$ cat config.mk
export PLATFORM = sky130hd
export DESIGN_NAME = sensor_ascii_report_parser
export DESIGN_NICKNAME = d
export VERILOG_FILES = /design/src/rtl/core/sarp_pkg.sv /design/src/rtl/core/sarp_keyword_matcher.sv /design/src/rtl/core/sarp_number_parser.sv /design/src/rtl/core/sensor_ascii_report_parser.sv
export SDC_FILE = /design/constraint.sdc
export NUM_CORES = 1
export LEC_CHECK = 0
export BUFFER_PORTS_ARGS = -buffer_cell sky130_fd_sc_hd__buf_2
export CAP_MARGIN = 20
export CORE_MARGIN = 2
export CORE_UTILIZATION = 50
export CTS_CLUSTER_DIAMETER = 60
export DETAILED_ROUTE_END_ITERATION = 7
export PLACE_DENSITY = 0.7
export SYNTH_ARGS = -nofsm -noshare
export SYNTH_HDL_FRONTEND = slang
export SYNTH_SLANG_ARGS = --single-unit
$ cat constraint.sdc
create_clock -name clock -period 19.35 [get_ports clock]
set_input_delay 1.935 -clock clock [delete_from_list [all_inputs] [get_ports clock]]
set_output_delay 1.935 -clock clock [all_outputs]
set_load 0.05 [all_outputs]
$ cat src/rtl/core/sarp_pkg.sv
// Shared types, constants and helper functions for the sensor report parser.
`default_nettype none

package sarp_pkg;

   localparam int CHAR_W     = 8;
   localparam int VAL_W      = 16;
   localparam int LEN_W      = 8;
   localparam int KW_CNT_W   = 4;
   localparam int SLOT_COUNT = 3;
   localparam int SLOT_W     = 2;
   localparam int RSP_DATA_W = SLOT_COUNT * VAL_W + LEN_W;

   // Keyword texts, first character in the top byte
   localparam int KW_DIST_LEN  = 9;
   localparam int KW_MM_LEN    = 2;
   localparam int KW_NOISE_LEN = 6;
   localparam int KW_CONF_LEN  = 11;
   localparam logic [8*KW_DIST_LEN-1:0]  KW_DIST  = "Distance:";
   localparam logic [8*KW_MM_LEN-1:0]    KW_MM    = "mm";
   localparam logic [8*KW_NOISE_LEN-1:0] KW_NOISE = "Noise:";
   localparam logic [8*KW_CONF_LEN-1:0]  KW_CONF  = "Confidence:";

   localparam logic [CHAR_W-1:0] CH_PLUS  = 8'h2B;
   localparam logic [CHAR_W-1:0] CH_MINUS = 8'h2D;

   localparam logic [SLOT_W-1:0] SLOT_DIST  = 2'd0;
   localparam logic [SLOT_W-1:0] SLOT_NOISE = 2'd1;
   localparam logic [SLOT_W-1:0] SLOT_CONF  = 2'd2;

   // Which keyword is being hunted
   typedef enum logic [2:0] {
      PH_DIST,
      PH_MM,
      PH_NOISE,
      PH_CONF,
      PH_DONE
   } phase_type;

   typedef logic [VAL_W-1:0] value_type;
   typedef value_type [SLOT_COUNT-1:0] value_set_type;

   // Per-byte control from the top level
   typedef struct packed {
      logic en;     // byte lies inside the length limit
      logic clear;  // frame closes after this byte
   } step_type;

   // Keyword matcher status
   typedef struct packed {
      phase_type phase;       // phase before this byte
      phase_type phase_next;  // phase after this byte
      logic      hit;         // keyword completed on this byte
   } kw_status_type;

   function automatic logic [KW_CNT_W-1:0] kw_len(input phase_type ph);
      logic [KW_CNT_W-1:0] n;
      n = '0;
      case (ph)
         PH_DIST:  n = KW_CNT_W'(KW_DIST_LEN);
         PH_MM:    n = KW_CNT_W'(KW_MM_LEN);
         PH_NOISE: n = KW_CNT_W'(KW_NOISE_LEN);
         PH_CONF:  n = KW_CNT_W'(KW_CONF_LEN);
         default:  n = '0;
      endcase
      return n;
   endfunction

   function automatic logic [CHAR_W-1:0] kw_char(input phase_type ph,
                                                 input logic [KW_CNT_W-1:0] idx);
      logic [CHAR_W-1:0] ch;
      ch = '0;
      case (ph)
         PH_DIST: begin
            if (idx < KW_CNT_W'(KW_DIST_LEN))
               ch = KW_DIST[8*(KW_DIST_LEN-1-int'(idx)) +: 8];
         end
         PH_MM: begin
            if (idx < KW_CNT_W'(KW_MM_LEN))
               ch = KW_MM[8*(KW_MM_LEN-1-int'(idx)) +: 8];
         end
         PH_NOISE: begin
            if (idx < KW_CNT_W'(KW_NOISE_LEN))
               ch = KW_NOISE[8*(KW_NOISE_LEN-1-int'(idx)) +: 8];
         end
         PH_CONF: begin
            if (idx < KW_CNT_W'(KW_CONF_LEN))
               ch = KW_CONF[8*(KW_CONF_LEN-1-int'(idx)) +: 8];
         end
         default: ch = '0;
      endcase
      return ch;
   endfunction

   function automatic phase_type phase_after(input phase_type ph);
      phase_type n;
      case (ph)
         PH_DIST:  n = PH_MM;
         PH_MM:    n = PH_NOISE;
         PH_NOISE: n = PH_CONF;
         default:  n = PH_DONE;
      endcase
      return n;
   endfunction

   function automatic logic is_space(input logic [CHAR_W-1:0] c);
      return (c == 8'h20) || (c >= 8'h09 && c <= 8'h0D);
   endfunction

   function automatic logic is_digit(input logic [CHAR_W-1:0] c);
      return (c >= 8'h30) && (c <= 8'h39);
   endfunction

endpackage

`default_nettype wire

$ cat src/rtl/core/sarp_keyword_matcher.sv
// Sequential keyword matcher: tracks the hunted keyword and the matched prefix.
`default_nettype none

module sarp_keyword_matcher
   import sarp_pkg::*;
(
   input  wire logic              clock,
   input  wire logic              reset,
   input  wire step_type          step,
   input  wire logic [CHAR_W-1:0] data_byte,
   output kw_status_type          status
);

   phase_type           phase_ff, phase_in;
   logic [KW_CNT_W-1:0] count_ff, count_in;
   logic [KW_CNT_W-1:0] idx;
   logic                hit;

   // Compare the byte against the expected keyword character
   always_comb begin
      phase_in = phase_ff;
      count_in = count_ff;
      hit      = 1'b0;
      idx      = (count_ff < kw_len(phase_ff)) ? count_ff : '0;
      if (step.en && phase_ff != PH_DONE) begin
         if (data_byte == kw_char(phase_ff, idx)) begin
            count_in = idx + KW_CNT_W'(1);
         end else if (data_byte == kw_char(phase_ff, '0)) begin
            count_in = KW_CNT_W'(1);
         end else begin
            count_in = '0;
         end
         // Advance to the next keyword once the whole text matched
         if (count_in >= kw_len(phase_ff)) begin
            count_in = '0;
            phase_in = phase_after(phase_ff);
            hit      = 1'b1;
         end
      end
   end

   // Restart the hunt after the last byte of a frame
   always_ff @(posedge clock) begin
      if (reset) begin
         phase_ff <= PH_DIST;
         count_ff <= '0;
      end else if (step.clear) begin
         phase_ff <= PH_DIST;
         count_ff <= '0;
      end else begin
         phase_ff <= phase_in;
         count_ff <= count_in;
      end
   end

   assign status.phase      = phase_ff;
   assign status.phase_next = phase_in;
   assign status.hit        = hit;

endmodule

`default_nettype wire

$ cat src/rtl/core/sarp_number_parser.sv
// Decimal field reader: whitespace skip, optional sign, digits modulo 2^16.
`default_nettype none

module sarp_number_parser
   import sarp_pkg::*;
(
   input  wire logic              clock,
   input  wire logic              reset,
   input  wire step_type          step,
   input  wire logic [CHAR_W-1:0] data_byte,
   input  wire kw_status_type     status,
   output value_set_type          pending_next
);

   typedef enum logic [1:0] {
      NUM_SPACE,
      NUM_SIGN,
      NUM_DIGITS,
      NUM_IDLE
   } num_phase_type;

   num_phase_type     nphase_ff, nphase_in;
   logic              neg_ff, neg_in;
   value_type         acc_ff, acc_in;
   value_set_type     pend_ff, pend_in;
   logic [SLOT_W-1:0] slot;
   logic              slot_ok;
   logic              write;
   value_type         digit_val;

   // Map the hunted keyword to the value slot being read
   always_comb begin
      slot    = SLOT_DIST;
      slot_ok = 1'b0;
      case (status.phase)
         PH_MM: begin
            slot    = SLOT_DIST;
            slot_ok = 1'b1;
         end
         PH_CONF: begin
            slot    = SLOT_NOISE;
            slot_ok = 1'b1;
         end
         PH_DONE: begin
            slot    = SLOT_CONF;
            slot_ok = 1'b1;
         end
         default: begin
            slot    = SLOT_DIST;
            slot_ok = 1'b0;
         end
      endcase
   end

   assign digit_val = VAL_W'(data_byte[3:0]);

   // Step the number reader and update the pending value
   always_comb begin
      nphase_in = nphase_ff;
      neg_in    = neg_ff;
      acc_in    = acc_ff;
      pend_in   = pend_ff;
      write     = 1'b0;
      if (step.en && slot_ok) begin
         case (nphase_ff)
            NUM_SPACE: begin
               if (is_space(data_byte)) begin
                  nphase_in = NUM_SPACE;
               end else if (data_byte == CH_PLUS) begin
                  nphase_in = NUM_SIGN;
               end else if (data_byte == CH_MINUS) begin
                  neg_in    = 1'b1;
                  nphase_in = NUM_SIGN;
               end else if (is_digit(data_byte)) begin
                  acc_in    = digit_val;
                  nphase_in = NUM_DIGITS;
                  write     = 1'b1;
               end else begin
                  nphase_in = NUM_IDLE;
               end
            end
            NUM_SIGN: begin
               if (is_digit(data_byte)) begin
                  acc_in    = digit_val;
                  nphase_in = NUM_DIGITS;
                  write     = 1'b1;
               end else begin
                  nphase_in = NUM_IDLE;
               end
            end
            NUM_DIGITS: begin
               if (is_digit(data_byte)) begin
                  acc_in = (acc_ff << 3) + (acc_ff << 1) + digit_val;
                  write  = 1'b1;
               end else begin
                  nphase_in = NUM_IDLE;
               end
            end
            default: nphase_in = NUM_IDLE;
         endcase
         if (write)
            pend_in[slot] = neg_in ? (VAL_W'(0) - acc_in) : acc_in;
      end
      // Restart the reader after each keyword; nothing follows the mm text
      if (step.en && status.hit) begin
         neg_in    = 1'b0;
         acc_in    = '0;
         nphase_in = (status.phase == PH_MM) ? NUM_IDLE : NUM_SPACE;
      end
   end

   // Clear the reader and the pending values after the last byte of a frame
   always_ff @(posedge clock) begin
      if (reset) begin
         nphase_ff <= NUM_IDLE;
         neg_ff    <= 1'b0;
         acc_ff    <= '0;
         pend_ff   <= '0;
      end else if (step.clear) begin
         nphase_ff <= NUM_IDLE;
         neg_ff    <= 1'b0;
         acc_ff    <= '0;
         pend_ff   <= '0;
      end else begin
         nphase_ff <= nphase_in;
         neg_ff    <= neg_in;
         acc_ff    <= acc_in;
         pend_ff   <= pend_in;
      end
   end

   assign pending_next = pend_in;

endmodule

`default_nettype wire

$ cat src/rtl/core/sensor_ascii_report_parser.sv
// Top level of the range sensor text report parser.
//
//  Channel | Dir | Transfer          | Payload
//  req_    | in  | one report byte   | tdata = data_byte[7:0], tlast = last_byte
//  rsp_    | out | one frame summary | tuser = found, tdata = distance, noise,
//          |     |                   |         confidence, used_length
//
// Each byte is held in the input register and is folded into the frame state when
// it moves on; a byte can be taken every cycle while the input does not stall.
// A byte with tlast moves from the input register into the result register, which then holds its summary.
// The input stalls only when a last byte waits and the result register is full and not being taken.
// Reset is synchronous and clears the frame state and the held values.
`default_nettype none

module sensor_ascii_report_parser
   import sarp_pkg::*;
#(
   parameter int MAX_FRAME_BYTES = 255
)
(
   input  wire logic                  clock,
   input  wire logic                  reset,
   input  wire logic                  req_tvalid,
   output logic                       req_tready,
   input  wire logic [CHAR_W-1:0]     req_tdata,   // [7:0] data_byte
   input  wire logic                  req_tlast,
   output logic                       rsp_tvalid,
   input  wire logic                  rsp_tready,
   output logic [RSP_DATA_W-1:0]      rsp_tdata,   // [15:0] distance, [31:16] noise,
                                                   // [47:32] confidence, [55:48] used_length
   output logic                       rsp_tuser    // [0] found
);

   localparam int POS_W = $clog2(MAX_FRAME_BYTES + 1);

   logic                  in_valid_ff;
   logic [CHAR_W-1:0]     in_byte_ff;
   logic                  in_last_ff;
   logic                  advance;
   step_type              step;
   kw_status_type         kw_status;
   value_set_type         pending_next;

   logic [POS_W-1:0]      pos_ff, pos_in;
   logic [POS_W-1:0]      end_ff, end_in;
   value_set_type         held_ff, held_in;
   logic                  found;
   logic                  rsp_valid_ff;
   logic [RSP_DATA_W-1:0] rsp_data_ff;
   logic                  rsp_user_ff;

   // Move the byte on unless it closes a frame and the result is still held
   assign advance    = in_valid_ff && (!in_last_ff || !rsp_valid_ff || rsp_tready);
   assign req_tready = !in_valid_ff || advance;

   assign step.en    = advance && (pos_ff < POS_W'(MAX_FRAME_BYTES));
   assign step.clear = advance && in_last_ff;

   // Capture the incoming transaction
   always_ff @(posedge clock) begin
      if (reset) begin
         in_valid_ff <= 1'b0;
      end else if (req_tready) begin
         in_valid_ff <= req_tvalid;
      end
      if (req_tready && req_tvalid) begin
         in_byte_ff <= req_tdata;
         in_last_ff <= req_tlast;
      end
   end

   sarp_keyword_matcher u_matcher (
      .clock     (clock),
      .reset     (reset),
      .step      (step),
      .data_byte (in_byte_ff),
      .status    (kw_status)
   );

   sarp_number_parser u_number (
      .clock        (clock),
      .reset        (reset),
      .step         (step),
      .data_byte    (in_byte_ff),
      .status       (kw_status),
      .pending_next (pending_next)
   );

   assign found = (kw_status.phase_next == PH_DONE);

   // Track the byte offset and the end of the confidence digits
   always_comb begin
      pos_in  = pos_ff;
      end_in  = end_ff;
      held_in = held_ff;
      if (step.en) begin
         pos_in = pos_ff + POS_W'(1);
         if (kw_status.hit && kw_status.phase == PH_CONF) begin
            end_in = pos_ff + POS_W'(1);
         end else if (kw_status.phase == PH_DONE && end_ff == pos_ff
                      && is_digit(in_byte_ff)) begin
            end_in = pos_ff + POS_W'(1);
         end
      end
      if (step.clear && found)
         held_in = pending_next;
   end

   always_ff @(posedge clock) begin
      if (reset) begin
         pos_ff  <= '0;
         end_ff  <= '0;
         held_ff <= '0;
      end else begin
         pos_ff  <= step.clear ? '0 : pos_in;
         end_ff  <= step.clear ? '0 : end_in;
         held_ff <= held_in;
      end
   end

   // Load the frame summary, hold it until taken
   always_ff @(posedge clock) begin
      if (reset) begin
         rsp_valid_ff <= 1'b0;
      end else if (step.clear) begin
         rsp_valid_ff <= 1'b1;
      end else if (rsp_tready) begin
         rsp_valid_ff <= 1'b0;
      end
      if (step.clear) begin
         rsp_user_ff <= found;
         rsp_data_ff <= {(found ? LEN_W'(end_in) : LEN_W'(0)),
                         held_in[SLOT_CONF], held_in[SLOT_NOISE], held_in[SLOT_DIST]};
      end
   end

   assign rsp_tvalid = rsp_valid_ff;
   assign rsp_tdata  = rsp_data_ff;
   assign rsp_tuser  = rsp_user_ff;

endmodule

`default_nettype wire
==> impl_results.md <==
- Area leader, netlist: dfxtp_1
- Max Fanout on Critical Path: 56
- Crit end category: register
- Sequential fraction of the synthesis area: 45.2%
- Root Driver: clkbuf_16
- Htree depth: 1
- Reg2reg start: u_matcher.phase_ff[0]$_SDFF_PP0_
- Number of antenna violations at the first check in global routing: 0
- FF-to-FF End: held_ff[47]$_SDFF_PP0_
- Main synth FF type: dfxtp_1
- Top cells by count, synth: 140 x dfxtp_1, 126 x nand2_1, 124 x nor2_1
- Final hold violation count: 0
- Fin nets: 1260
- Antenna fix cells: 0
- Non-filler cells, final: 1493
- Net Switching: 202 µW
- ANT nets after route: 0
- Pre-CTS setup slack: 10.68 ns
- Sw frac: 22.5%
- Most common cell in the synthesized netlist: dfxtp_1
- Achievable Freq: 113 MHz
- R2r setup slk: 10.52 ns
- Slew headroom: 31.7%
- Required time worst endpoint: 19.78 ns
- Layout cells sized above 1: 12.1%
- Peak VDD IR: 0.0000573 V
- Initial Util: 50.7%
- Drt wl/cell: 17.1 µm
- Path depth of the worst reg2reg path: 34
- Synth Instances: 1171
- First-pass GRT wire length: 41.4 mm
- Chip width: 149 µm
- RSZ-0062 raised after global routing: false
- Buffers added on ports: 71
- Top Ports: 72
- Chip Height: 149 µm
- DRC: 0
- Gate power share: 3.6%
- Critical path origin: u_matcher.phase_ff[0]$_SDFF_PP0_
- CP max stage delay: 0.76 ns
- Mapped Nets: 1230
- Yosys reg bits: 206
- Slew @ Worst Pin: 1.02 ns
- Grt ovf: 0
- Synth Warn #: 0
- Fin crit share: 45.6%
- DRT Wirelength: 25.5 mm
- Max Slew Vio Count: 0
- Post-synth ARST share: 0%
- Largest net degree at the start of global routing: 64
- Setup repair bufs after CTS: 0
- Area Overhead vs Synth: 11.4%
- Kind of critical path: reg -> reg
- Worst Setup Start Kind: register
- Fin Setup TNS: 0 ns
- Overall power: 899 µW
- Area of the core: 20900 µm²
- Number of synthesized flops with an enable pin: 66
- Die ar.: 22300 µm²
- Slowest-stage cell, CP: nand2b_2
- Power Internal: 697 µW
- Post-Syn Area per Cell: 9.04 µm²
- Final setup vio count: 0
- CTS tree: built
- Minimum clock period: 8.83 ns
- Post-CTS sizing: 0
- Ranking of synthesized cells by area: dfxtp_1 26%, edfxtp_1 19%, ha_1 5.2%, nand2_1 4.5%, nor2_1 4.4%
- Hold crit path type: reg -> reg
- Via-per-instance ratio: 5.73
- CTS Buf Count: 23
- Clk buf depth: 3
- Placed cells: 1451
- Util after Layout: 56.4%
- CP arrival: 9.26 ns
- Post-synth cell types: 73
- Status: completed
- P per Cell Area: 76.3 nW/µm²
- Total GRT Usage: 22.8%
- Placer Congestion: 0.920
- Cts hold-fix bufs: 0
- Seq pwr share: 50.5%
- Max Cap Viol: 0
- Area share of the leading cell type in the synthesized netlist: 26.5%
- Number of DRC markers in iteration 0: 697
- Synth Cell Area: 10600 µm²
- Clock skew: 0.0196 ns
- Pleak: 4.41 nW
- Worst skew pair latency: 0.52 ns
- Setup crit end: held_ff[47]$_SDFF_PP0_
- Number of global-route vias before repair: 7939
- DR pass1 iterations: 7
- Clock group share of total power: 45.9%
- Via count: 8557
- CTS Sinks: 206
- Cell Rows: 53
- Worst setup margin: 10.52 ns
- Clock-pin slew on the worst setup and hold paths: 0.06 ns
- Detailed placement HPWL: 17.7 mm
[layout make-up]
cell class / count / area, µm²
clock buffer: 30 / 612
clock inverter: 12 / 111
inverter: 29 / 109
multi-input combinational: 861 / 5400
tap: 275 / 344
fill: 1845 / 9100
sequential: 206 / 4780
timing repair buffer: 80 / 423
[power groups by stage]
stage	sequential [mW]	combinational, mW	clock (mW)
after CTS	0.454	0.0326	0.421
final	0.454	0.0325	0.413
after global placement	0.463	0.0323	0
after global routing	0.454	0.0350	0.440
after floorplan	0.471	0.0150	0
after detailed placement	0.463	0.0325	0
[cells in the final DEF (no fill, tap or decap), types with 30 or more instances in the layout]
master / synthesis / layout
a21oi_1: 82 / 82
xnor2_1: 36 / 36
nor2b_1: 47 / 47
nand2_1: 126 / 126
nor2_1: 124 / 122
nor3_1: 30 / 30
buf_2: 6 / 71
edfxtp_1: 66 / 66
ha_1: 44 / 44
dfxtp_1: 140 / 140
o21ai_0: 78 / 77
[metrics by stage]
step,area [µm²],hold WS [ns]
after detailed placement,11100,0.459
after global placement,11100,0.447
after floorplan,10600,0.434
final,11800,0.462
after global routing,11800,0.492
after CTS,11800,0.466
[state kept, by name (all words and copies together), names as in the netlist, 4 cells and up]
name and cells:
in_byte_ff 8, rsp_tdata 56, u_number.pend_ff 48, held_ff 48
u_number.acc_ff 16, u_matcher.count_ff 4, end_ff 8, pos_ff 8
[logic make-up (layout without fill, tap and decap cells)]
kind of cell / count (synthesis) / in the layout / share of synthesized area, %
fa+ha+maj: 46 / 46 / 5.58
simple gates: 419 / 419 / 18.9
buf+inv: 104 / 151 / 3.87
flops: 206 / 206 / 45.2
xor+xnor: 53 / 53 / 4.39
mux: 28 / 28 / 2.79
compound gates: 315 / 315 / 19.3
[worst max-delay path, delay by kind of cell (launching register included)]
kind | cells | cell delay [ns]
compound gates | 13 | 3.21
simple gates | 10 | 2.38
fa+ha+maj | 3 | 0.93
mux | 2 | 0.71
flops | 1 | 0.58
xor+xnor | 2 | 0.46
buf+inv | 4 | 0.42
[worst min path at each step]
stage	from	endpoint	slack, ns	cells past startpoint
2_1_floorplan	u_number.pend_ff[14]$_SDFF_PP0_	u_number.pend_ff[14]$_SDFF_PP0_	0.43	2
3_3_place_gp	u_number.pend_ff[9]$_SDFF_PP0_	u_number.pend_ff[9]$_SDFF_PP0_	0.45	2
3_5_place_dp	u_number.pend_ff[9]$_SDFF_PP0_	u_number.pend_ff[9]$_SDFF_PP0_	0.46	2
4_1_cts	u_number.pend_ff[9]$_SDFF_PP0_	u_number.pend_ff[9]$_SDFF_PP0_	0.47	2
5_1_grt	u_number.pend_ff[13]$_SDFF_PP0_	u_number.pend_ff[13]$_SDFF_PP0_	0.49	2
6_report	u_number.pend_ff[9]$_SDFF_PP0_	u_number.pend_ff[9]$_SDFF_PP0_	0.46	2
[metal layers]
layer	vias to the layer above	routed length, µm	global-route usage (%)
met5	-	0	0
met4	0	312	4.43
met3	25	1530	3.57
met2	254	11100	34.5
met1	4008	12600	34.5
li1	4270	-	-
Note: power is estimated with default switching activity, not from simulation.
